$ cat src/rtl/hrke_pkg.sv
// Shared types and constants for the HID report to key event converter.
// No dependencies.
package hrke_pkg;

    localparam int NUM_MODS = 8;
    localparam int NUM_EVTS = NUM_MODS + 2;
    localparam int EVT_IDX_W = $clog2(NUM_EVTS);

    // Slot order inside one job: modifier bits, then old-key release, then new-key press
    localparam logic [EVT_IDX_W-1:0] SLOT_RELEASE = EVT_IDX_W'(NUM_MODS);
    localparam logic [EVT_IDX_W-1:0] SLOT_PRESS   = EVT_IDX_W'(NUM_MODS + 1);

    typedef struct packed {
        logic [7:0] report_modifier;
        logic [7:0] report_usage;
    } rpt_t;

    typedef struct packed {
        logic       is_press;
        logic [6:0] key_number;
        logic       last_event;
    } evt_t;

    typedef struct packed {
        logic [NUM_EVTS-1:0] pend;
        logic [NUM_MODS-1:0] mod_level;
        logic [6:0]          rel_key;
        logic [6:0]          prs_key;
    } job_t;

    function automatic logic [6:0] mod_key(input logic [2:0] bit_idx);
        logic [6:0] k;
        case (bit_idx)
            3'd0:    k = 7'd29;
            3'd1:    k = 7'd42;
            3'd2:    k = 7'd56;
            3'd3:    k = 7'd125;
            3'd4:    k = 7'd97;
            3'd5:    k = 7'd54;
            3'd6:    k = 7'd100;
            default: k = 7'd126;
        endcase
        return k;
    endfunction

    // HID usage to input-layer key code; unmapped codes give 0
    function automatic logic [6:0] usage_key(input logic [7:0] u);
        logic [6:0] k;
        case (u)
            8'h04: k = 7'd30;  8'h05: k = 7'd48;  8'h06: k = 7'd46;  8'h07: k = 7'd32;
            8'h08: k = 7'd18;  8'h09: k = 7'd33;  8'h0A: k = 7'd34;  8'h0B: k = 7'd35;
            8'h0C: k = 7'd23;  8'h0D: k = 7'd36;  8'h0E: k = 7'd37;  8'h0F: k = 7'd38;
            8'h10: k = 7'd50;  8'h11: k = 7'd49;  8'h12: k = 7'd24;  8'h13: k = 7'd25;
            8'h14: k = 7'd16;  8'h15: k = 7'd19;  8'h16: k = 7'd31;  8'h17: k = 7'd20;
            8'h18: k = 7'd22;  8'h19: k = 7'd47;  8'h1A: k = 7'd17;  8'h1B: k = 7'd45;
            8'h1C: k = 7'd21;  8'h1D: k = 7'd44;
            8'h1E: k = 7'd2;   8'h1F: k = 7'd3;   8'h20: k = 7'd4;   8'h21: k = 7'd5;
            8'h22: k = 7'd6;   8'h23: k = 7'd7;   8'h24: k = 7'd8;   8'h25: k = 7'd9;
            8'h26: k = 7'd10;  8'h27: k = 7'd11;
            8'h28: k = 7'd28;  8'h29: k = 7'd1;   8'h2A: k = 7'd14;  8'h2B: k = 7'd15;
            8'h2C: k = 7'd57;  8'h2D: k = 7'd12;  8'h2E: k = 7'd13;  8'h2F: k = 7'd26;
            8'h30: k = 7'd27;  8'h31: k = 7'd43;  8'h33: k = 7'd39;  8'h34: k = 7'd40;
            8'h35: k = 7'd41;  8'h36: k = 7'd51;  8'h37: k = 7'd52;  8'h38: k = 7'd53;
            8'h39: k = 7'd58;
            8'h3A: k = 7'd59;  8'h3B: k = 7'd60;  8'h3C: k = 7'd61;  8'h3D: k = 7'd62;
            8'h3E: k = 7'd63;  8'h3F: k = 7'd64;  8'h40: k = 7'd65;  8'h41: k = 7'd66;
            8'h42: k = 7'd67;  8'h43: k = 7'd68;  8'h44: k = 7'd87;  8'h45: k = 7'd88;
            8'h49: k = 7'd110; 8'h4A: k = 7'd102; 8'h4B: k = 7'd104; 8'h4C: k = 7'd111;
            8'h4D: k = 7'd107; 8'h4E: k = 7'd109; 8'h4F: k = 7'd106; 8'h50: k = 7'd105;
            8'h51: k = 7'd108; 8'h52: k = 7'd103;
            8'h55: k = 7'd55;
            8'h58: k = 7'd28;
            default: k = 7'd0;
        endcase
        return k;
    endfunction

endpackage

$ cat src/rtl/hrke_front.sv
// Front end: accepts reports, diffs them against held state, builds event jobs.
// Depends on hrke_pkg.
module hrke_front (
    input  logic          clk,
    input  logic          rst_n,
    input  logic          rpt_valid,
    output logic          rpt_stall,
    input  hrke_pkg::rpt_t rpt,
    output logic          push,
    output hrke_pkg::job_t push_job,
    input  logic          q_full
);
    import hrke_pkg::*;

    logic [7:0] held_mask_reg;
    logic [7:0] held_usage_reg;
    logic       accept;
    logic       usage_chg;
    logic [6:0] old_key;
    logic [6:0] new_key;

    assign rpt_stall = q_full;
    assign accept    = rpt_valid && !q_full;

    assign usage_chg = rpt.report_usage != held_usage_reg;
    assign old_key   = usage_key(held_usage_reg);
    assign new_key   = usage_key(rpt.report_usage);

    always_comb
    begin
        push_job.mod_level            = rpt.report_modifier;
        push_job.rel_key              = old_key;
        push_job.prs_key              = new_key;
        push_job.pend[NUM_MODS-1:0]   = rpt.report_modifier ^ held_mask_reg;
        // usage_key(0) is 0, so a zero code never yields an event
        push_job.pend[SLOT_RELEASE]   = usage_chg && (old_key != 7'd0);
        push_job.pend[SLOT_PRESS]     = usage_chg && (new_key != 7'd0);
    end

    // Reports with no difference produce no job
    assign push = accept && (push_job.pend != '0);

    always_ff @(posedge clk or negedge rst_n)
    begin
        if (!rst_n)
        begin
            held_mask_reg  <= '0;
            held_usage_reg <= '0;
        end
        else if (accept)
        begin
            held_mask_reg  <= rpt.report_modifier;
            held_usage_reg <= rpt.report_usage;
        end
    end

endmodule

$ cat src/rtl/hrke_queue.sv
// Two-entry job queue between front and back ends.
// Depends on hrke_pkg.
module hrke_queue (
    input  logic           clk,
    input  logic           rst_n,
    input  logic           push,
    input  hrke_pkg::job_t push_job,
    output logic           full,
    input  logic           pop,
    output logic           not_empty,
    output hrke_pkg::job_t head
);
    import hrke_pkg::*;

    job_t       mem_reg [2];
    logic       wr_ptr_reg;
    logic       wr_ptr_next;
    logic       rd_ptr_reg;
    logic       rd_ptr_next;
    logic [1:0] cnt_reg;
    logic [1:0] cnt_next;

    assign full      = cnt_reg == 2'd2;
    assign not_empty = cnt_reg != 2'd0;
    assign head      = mem_reg[rd_ptr_reg];

    always_comb
    begin
        wr_ptr_next = wr_ptr_reg ^ push;
        rd_ptr_next = rd_ptr_reg ^ pop;
        cnt_next    = cnt_reg + {1'b0, push} - {1'b0, pop};
    end

    always_ff @(posedge clk or negedge rst_n)
    begin
        if (!rst_n)
        begin
            wr_ptr_reg <= 1'b0;
            rd_ptr_reg <= 1'b0;
            cnt_reg    <= 2'd0;
        end
        else
        begin
            wr_ptr_reg <= wr_ptr_next;
            rd_ptr_reg <= rd_ptr_next;
            cnt_reg    <= cnt_next;
        end
    end

    always_ff @(posedge clk)
    begin
        if (push)
        begin
            mem_reg[wr_ptr_reg] <= push_job;
        end
    end

endmodule

$ cat src/rtl/hrke_back.sv
// Back end: walks the head job's pending slots, one event beat per cycle unless stalled.
// Depends on hrke_pkg.
module hrke_back (
    input  logic           clk,
    input  logic           rst_n,
    input  logic           q_not_empty,
    input  hrke_pkg::job_t head,
    output logic           pop,
    output logic           evt_valid,
    input  logic           evt_stall,
    output hrke_pkg::evt_t evt
);
    import hrke_pkg::*;

    logic [NUM_EVTS-1:0]  pend_reg;
    logic [NUM_EVTS-1:0]  pend_next;
    logic                 mid_job_reg;
    logic                 mid_job_next;
    logic                 evt_valid_reg;
    logic                 evt_valid_next;
    evt_t                 evt_reg;
    evt_t                 evt_next;
    logic [NUM_EVTS-1:0]  active;
    logic [NUM_EVTS-1:0]  remain;
    logic [EVT_IDX_W-1:0] idx;
    logic                 advance;
    logic                 fire;

    // Once part of the head job is sent, the remaining slots live in pend_reg
    assign active  = mid_job_reg ? pend_reg : head.pend;
    assign advance = !evt_valid_reg || !evt_stall;
    assign fire    = advance && q_not_empty;

    always_comb
    begin
        idx = '0;
        for (int i = NUM_EVTS - 1; i >= 0; i--)
        begin
            if (active[i])
            begin
                idx = EVT_IDX_W'(i);
            end
        end
    end

    always_comb
    begin
        remain = active;
        remain[idx] = 1'b0;
        pop = fire && (remain == '0);

        if (idx == SLOT_RELEASE)
        begin
            evt_next.is_press   = 1'b0;
            evt_next.key_number = head.rel_key;
        end
        else if (idx == SLOT_PRESS)
        begin
            evt_next.is_press   = 1'b1;
            evt_next.key_number = head.prs_key;
        end
        else
        begin
            evt_next.is_press   = head.mod_level[idx[2:0]];
            evt_next.key_number = mod_key(idx[2:0]);
        end
        evt_next.last_event = remain == '0;

        pend_next      = pend_reg;
        mid_job_next   = mid_job_reg;
        evt_valid_next = evt_valid_reg;
        if (advance)
        begin
            evt_valid_next = q_not_empty;
        end
        if (fire)
        begin
            pend_next    = remain;
            mid_job_next = remain != '0;
        end
    end

    always_ff @(posedge clk or negedge rst_n)
    begin
        if (!rst_n)
        begin
            pend_reg      <= '0;
            mid_job_reg   <= 1'b0;
            evt_valid_reg <= 1'b0;
        end
        else
        begin
            pend_reg      <= pend_next;
            mid_job_reg   <= mid_job_next;
            evt_valid_reg <= evt_valid_next;
        end
    end

    always_ff @(posedge clk)
    begin
        if (fire)
        begin
            evt_reg <= evt_next;
        end
    end

    assign evt_valid = evt_valid_reg;
    assign evt       = evt_reg;

endmodule

$ cat src/rtl/hid_report_to_key_events.sv
// Keyboard report to key event converter, top level.
// Path: an accepted report's job is written into the queue, then its event beats are registered at the output.
// Throughput: one event beat per cycle from the back end while evt_stall is low; a report's
// events go out one per beat, and a two-job queue lets reports keep arriving until it is full.
// Reset: asynchronous active-low; clears held mask/usage, queue and output valid.
module hid_report_to_key_events (
    input  logic           clk,
    input  logic           rst_n,
    input  logic           rpt_valid,
    output logic           rpt_stall,
    input  hrke_pkg::rpt_t rpt,
    output logic           evt_valid,
    input  logic           evt_stall,
    output hrke_pkg::evt_t evt
);
    import hrke_pkg::*;

    logic push;
    job_t push_job;
    logic q_full;
    logic pop;
    logic q_not_empty;
    job_t head;

    hrke_front u_front (
        .clk       (clk),
        .rst_n     (rst_n),
        .rpt_valid (rpt_valid),
        .rpt_stall (rpt_stall),
        .rpt       (rpt),
        .push      (push),
        .push_job  (push_job),
        .q_full    (q_full)
    );

    hrke_queue u_queue (
        .clk       (clk),
        .rst_n     (rst_n),
        .push      (push),
        .push_job  (push_job),
        .full      (q_full),
        .pop       (pop),
        .not_empty (q_not_empty),
        .head      (head)
    );

    hrke_back u_back (
        .clk         (clk),
        .rst_n       (rst_n),
        .q_not_empty (q_not_empty),
        .head        (head),
        .pop         (pop),
        .evt_valid   (evt_valid),
        .evt_stall   (evt_stall),
        .evt         (evt)
    );

endmodule
$ cat config.mk
export PLATFORM = sky130hd
export DESIGN_NAME = hid_report_to_key_events
export DESIGN_NICKNAME = d
export VERILOG_FILES = /design/src/rtl/hrke_pkg.sv /design/src/rtl/hrke_front.sv /design/src/rtl/hrke_queue.sv /design/src/rtl/hrke_back.sv /design/src/rtl/hid_report_to_key_events.sv
export SDC_FILE = /design/constraint.sdc
export NUM_CORES = 1
export LEC_CHECK = 0
export BUFFER_PORTS_ARGS = -buffer_cell sky130_fd_sc_hd__buf_2
export CAP_MARGIN = 20
export CORE_AREA = 4 4 117 119
export CTS_CLUSTER_SIZE = 16
export DETAILED_ROUTE_END_ITERATION = 10
export DIE_AREA = 0 0 121 123
export PLACE_DENSITY = 0.76
export SYNTH_ARGS = -nofsm -noshare
export SYNTH_HDL_FRONTEND = slang
export SYNTH_SLANG_ARGS = --single-unit
$ cat constraint.sdc
create_clock -name clk -period 4.6 [get_ports clk]
set_clock_uncertainty 0.2 [all_clocks]
set_input_delay 0.46 -clock clk [delete_from_list [all_inputs] [get_ports clk]]
set_output_delay 0.46 -clock clk [all_outputs]
set_load 0.02 [all_outputs]
==> flow_metrics.env <==
export IMPL_hold_ws_ps=0.533
export IMPL_period_share_pct=89.5
export IMPL_arrival_ps=3960
export IMPL_synth_most_common_cell="edfxtp_1"
export IMPL_synth_area_leader_cell="edfxtp_1"
export IMPL_required_ps=4440
export IMPL_drive_gt1_share_pct=17.3
export IMPL_status="finished, final reports clean"
export IMPL_htreeDepth=3
export IMPL_insertion_delay_ps=350
export IMPL_cts_made_buffers=9
export IMPL_crit_type="flop to flop"
export IMPL_hold_viol=0
export IMPL_maxSlewHeadroom_pct=45.0
export IMPL_dr_total_vias=5268
export IMPL_slew_violations=0
export IMPL_synth_flop_cell="edfxtp_1"
export IMPL_syn_inst=649
export IMPL_slowest_delay_ps=450
export IMPL_ys_ff_latch=105
export IMPL_setup_ws_ps=483
export IMPL_cts_sinks=105
export IMPL_syn_to_final_growth_pct=9.65
export IMPL_cts_max_path_buffers=2
export IMPL_ys_seq_area_share_pct=44.0
export IMPL_chipWidth_um=121
export IMPL_power_mw=5.37
export IMPL_rows=41
export IMPL_wl_per_cell_um=19.2
export IMPL_wl_um=16300
export IMPL_fmaxAchievable_mhz=243
export IMPL_drtPass1Iterations=6
export IMPL_grt_pass1_vias=5181
export IMPL_antenna_found_initial=0
export IMPL_globalRouteOverflowTotal=0
export IMPL_cp_start_kind="flop"
export IMPL_leakage_nw=2.96
export IMPL_synth_edf_count=73
export IMPL_drtAntennaViolNets=0
export IMPL_io_buffers=30
export IMPL_dieArea_sq_um=14900
export IMPL_n_antenna_cell=0
export IMPL_cts_resized_gates=0
export IMPL_synth_top_area_share_pct=32.2
export IMPL_ys_top_cells_by_area="edfxtp_1 (32%), dfrtp_1 (12%), ha_1 (5.3%)"
export IMPL_tightestPinTransition_ps=825
export IMPL_grt_max_degree=35
export IMPL_grt_pass1_wl_um=26500
export IMPL_hold_path_class="input port to asynchronous set/reset pin"
export IMPL_via_per_inst=6.20
export IMPL_setup_viol=0
export IMPL_track_usage_pct=22.6
export IMPL_syn_area_per_cell_sq_um=10.5
export IMPL_period_needed_ps=4120
export IMPL_cpMaxStageDelayCell="mux4_2"
export IMPL_synth_async_reset_ratio_pct=30.5
export IMPL_postCtsSetupBuffers=0
export IMPL_syn_nets=698
export IMPL_yosysWarningCount=0
export IMPL_nNetsFinal=722
export IMPL_path_cells="inv_1 -> ha_1 -> mux2_2 -> mux4_2 -> a211o_1 -> a21oi_1 -> or4b_1 -> o31ai_1 -> a21oi_1 -> ha_1 -> buf_4"
export IMPL_clkTransAtPathRegs_ps=80
export IMPL_peakVddDrop_mv=0.345
export IMPL_fp_dieH_um=123
export IMPL_synth_cell_types=82
export IMPL_syn_area_sq_um=6810
export IMPL_rsz0062_at_grt="no"
export IMPL_dp_slack_ps=177
export IMPL_cts_root_buffer="clkbuf_16"
export IMPL_dp_cells=834
export IMPL_place_congestion=0.957
export IMPL_largest_register_ffs=64
export IMPL_yosys_top_cells_count="edfxtp_1 (73), nand2_1 (63), o21ai_0 (41)"
export IMPL_core_sq_um=12600
export IMPL_cp_max_fo=16
export IMPL_ios=31
export IMPL_drt_iter0_drc=493
export IMPL_cts_tree="done"
export IMPL_postCtsHoldBufs=0
export IMPL_hpwl_um=12000
export IMPL_p_per_area_nw_per_um2=720
export IMPL_start_util_pct=54.2
export IMPL_maxCapViolations=0
export IMPL_setup_tns_ps=0
export IMPL_drcViolationCount=0
export IMPL_worstSetupEndpointType="flop"
export IMPL_finalNonFillerCells=850
[per-stage QoR]
stage | util, % | cell area (sq um)
after floorplan | - | 6810
after global placement | 57.0 | 7160
after detailed placement | 57.0 | 7160
after CTS | 59.4 | 7470
after global routing | 59.4 | 7470
final | 59.4 | 7470
[critical path, delay by kind of cell, from the launching register on]
family / cells / cell delay (ps)
adder cells (fa/ha/maj): 2 / 740
flip-flops: 1 / 390
AND/OR/NAND/NOR: 1 / 210
buffers and inverters: 2 / 530
multiplexers: 2 / 750
AO/OA/AOI/OAI: 4 / 980
[where the power goes]
group | total, mW | switching, mW | internal (mW)
Combinational | 2.96 | 1.78 | 1.17
Sequential | 1.66 | 0.190 | 1.47
Clock | 0.760 | 0.371 | 0.389
Total | 5.37 | 2.35 | 3.03
[area by class of cell]
type | count | area (sq um)
Multi-Input combinational cell | 472 | 3500
Fill cell | 1037 | 5100
Timing Repair Buffer | 56 | 345
Clock buffer | 9 | 225
Inverter | 29 | 109
Clock inverter | 7 | 82.6
Tap cell | 172 | 215
Sequential cell | 105 | 2990
[final timing paths]
| path | start | endpoint | slack (ps) | depth (start not counted) |
|---|---|---|---|---|
| max reg2reg | u_front.held_usage_reg[1] | u_queue.mem_reg[1][5] | 480 | 11 |
| max in group asynchronous | rst_n | u_front.held_usage_reg[7] | 3670 | 1 |
| min in group clk | rpt[11] | u_queue.mem_reg[0][17] | 140 | 1 |
| min | rst_n | u_front.held_mask_reg[4] | 0.5 | 1 |
| max | u_front.held_usage_reg[1] | u_queue.mem_reg[1][5] | 480 | 11 |
| min reg2reg | u_back.pend_reg[5] | u_back.pend_reg[5] | 280 | 2 |
[per-layer routing]
metal | share of wire, % | GRT usage [%]
met5 | 0 | 0
met4 | 2.7 | 7.58
met2 | 51 | 39.8
met3 | 5.2 | 3.84
met1 | 41 | 28.4
[placed cells by master (no fill, tap or decap), types with 8 or more instances in the layout]
cell       synthesis  final
edfxtp_1          73     73
nand2_1           63     63
o21ai_0           41     41
dfrtp_1           32     32
nor2_1            30     30
buf_2             10     30
ha_1              29     29
mux2i_1           28     28
a21oi_1           27     27
inv_1             26     26
buf_4              4     26
xor2_1            17     17
mux2_2            14     14
nand2b_1          12     12
nor2b_1           12     12
nor3_1            11     11
nand3_1           10     10
and2_1            10     10
clkbuf_16          0      9
o21a_1             8      8
o211ai_1           8      8
[cell families after synthesis]
| kind of cell | Yosys count | share of synthesized area (%) |
|---|---|---|
| AO/OA/AOI/OAI | 185 | 19.1 |
| AND/OR/NAND/NOR | 182 | 13.7 |
| flip-flops | 105 | 44.0 |
| buffers and inverters | 72 | 4.70 |
| multiplexers | 56 | 10.6 |
| adder cells (fa/ha/maj) | 29 | 5.33 |
| XOR/XNOR | 20 | 2.57 |
(Power assumes the default switching activity.)
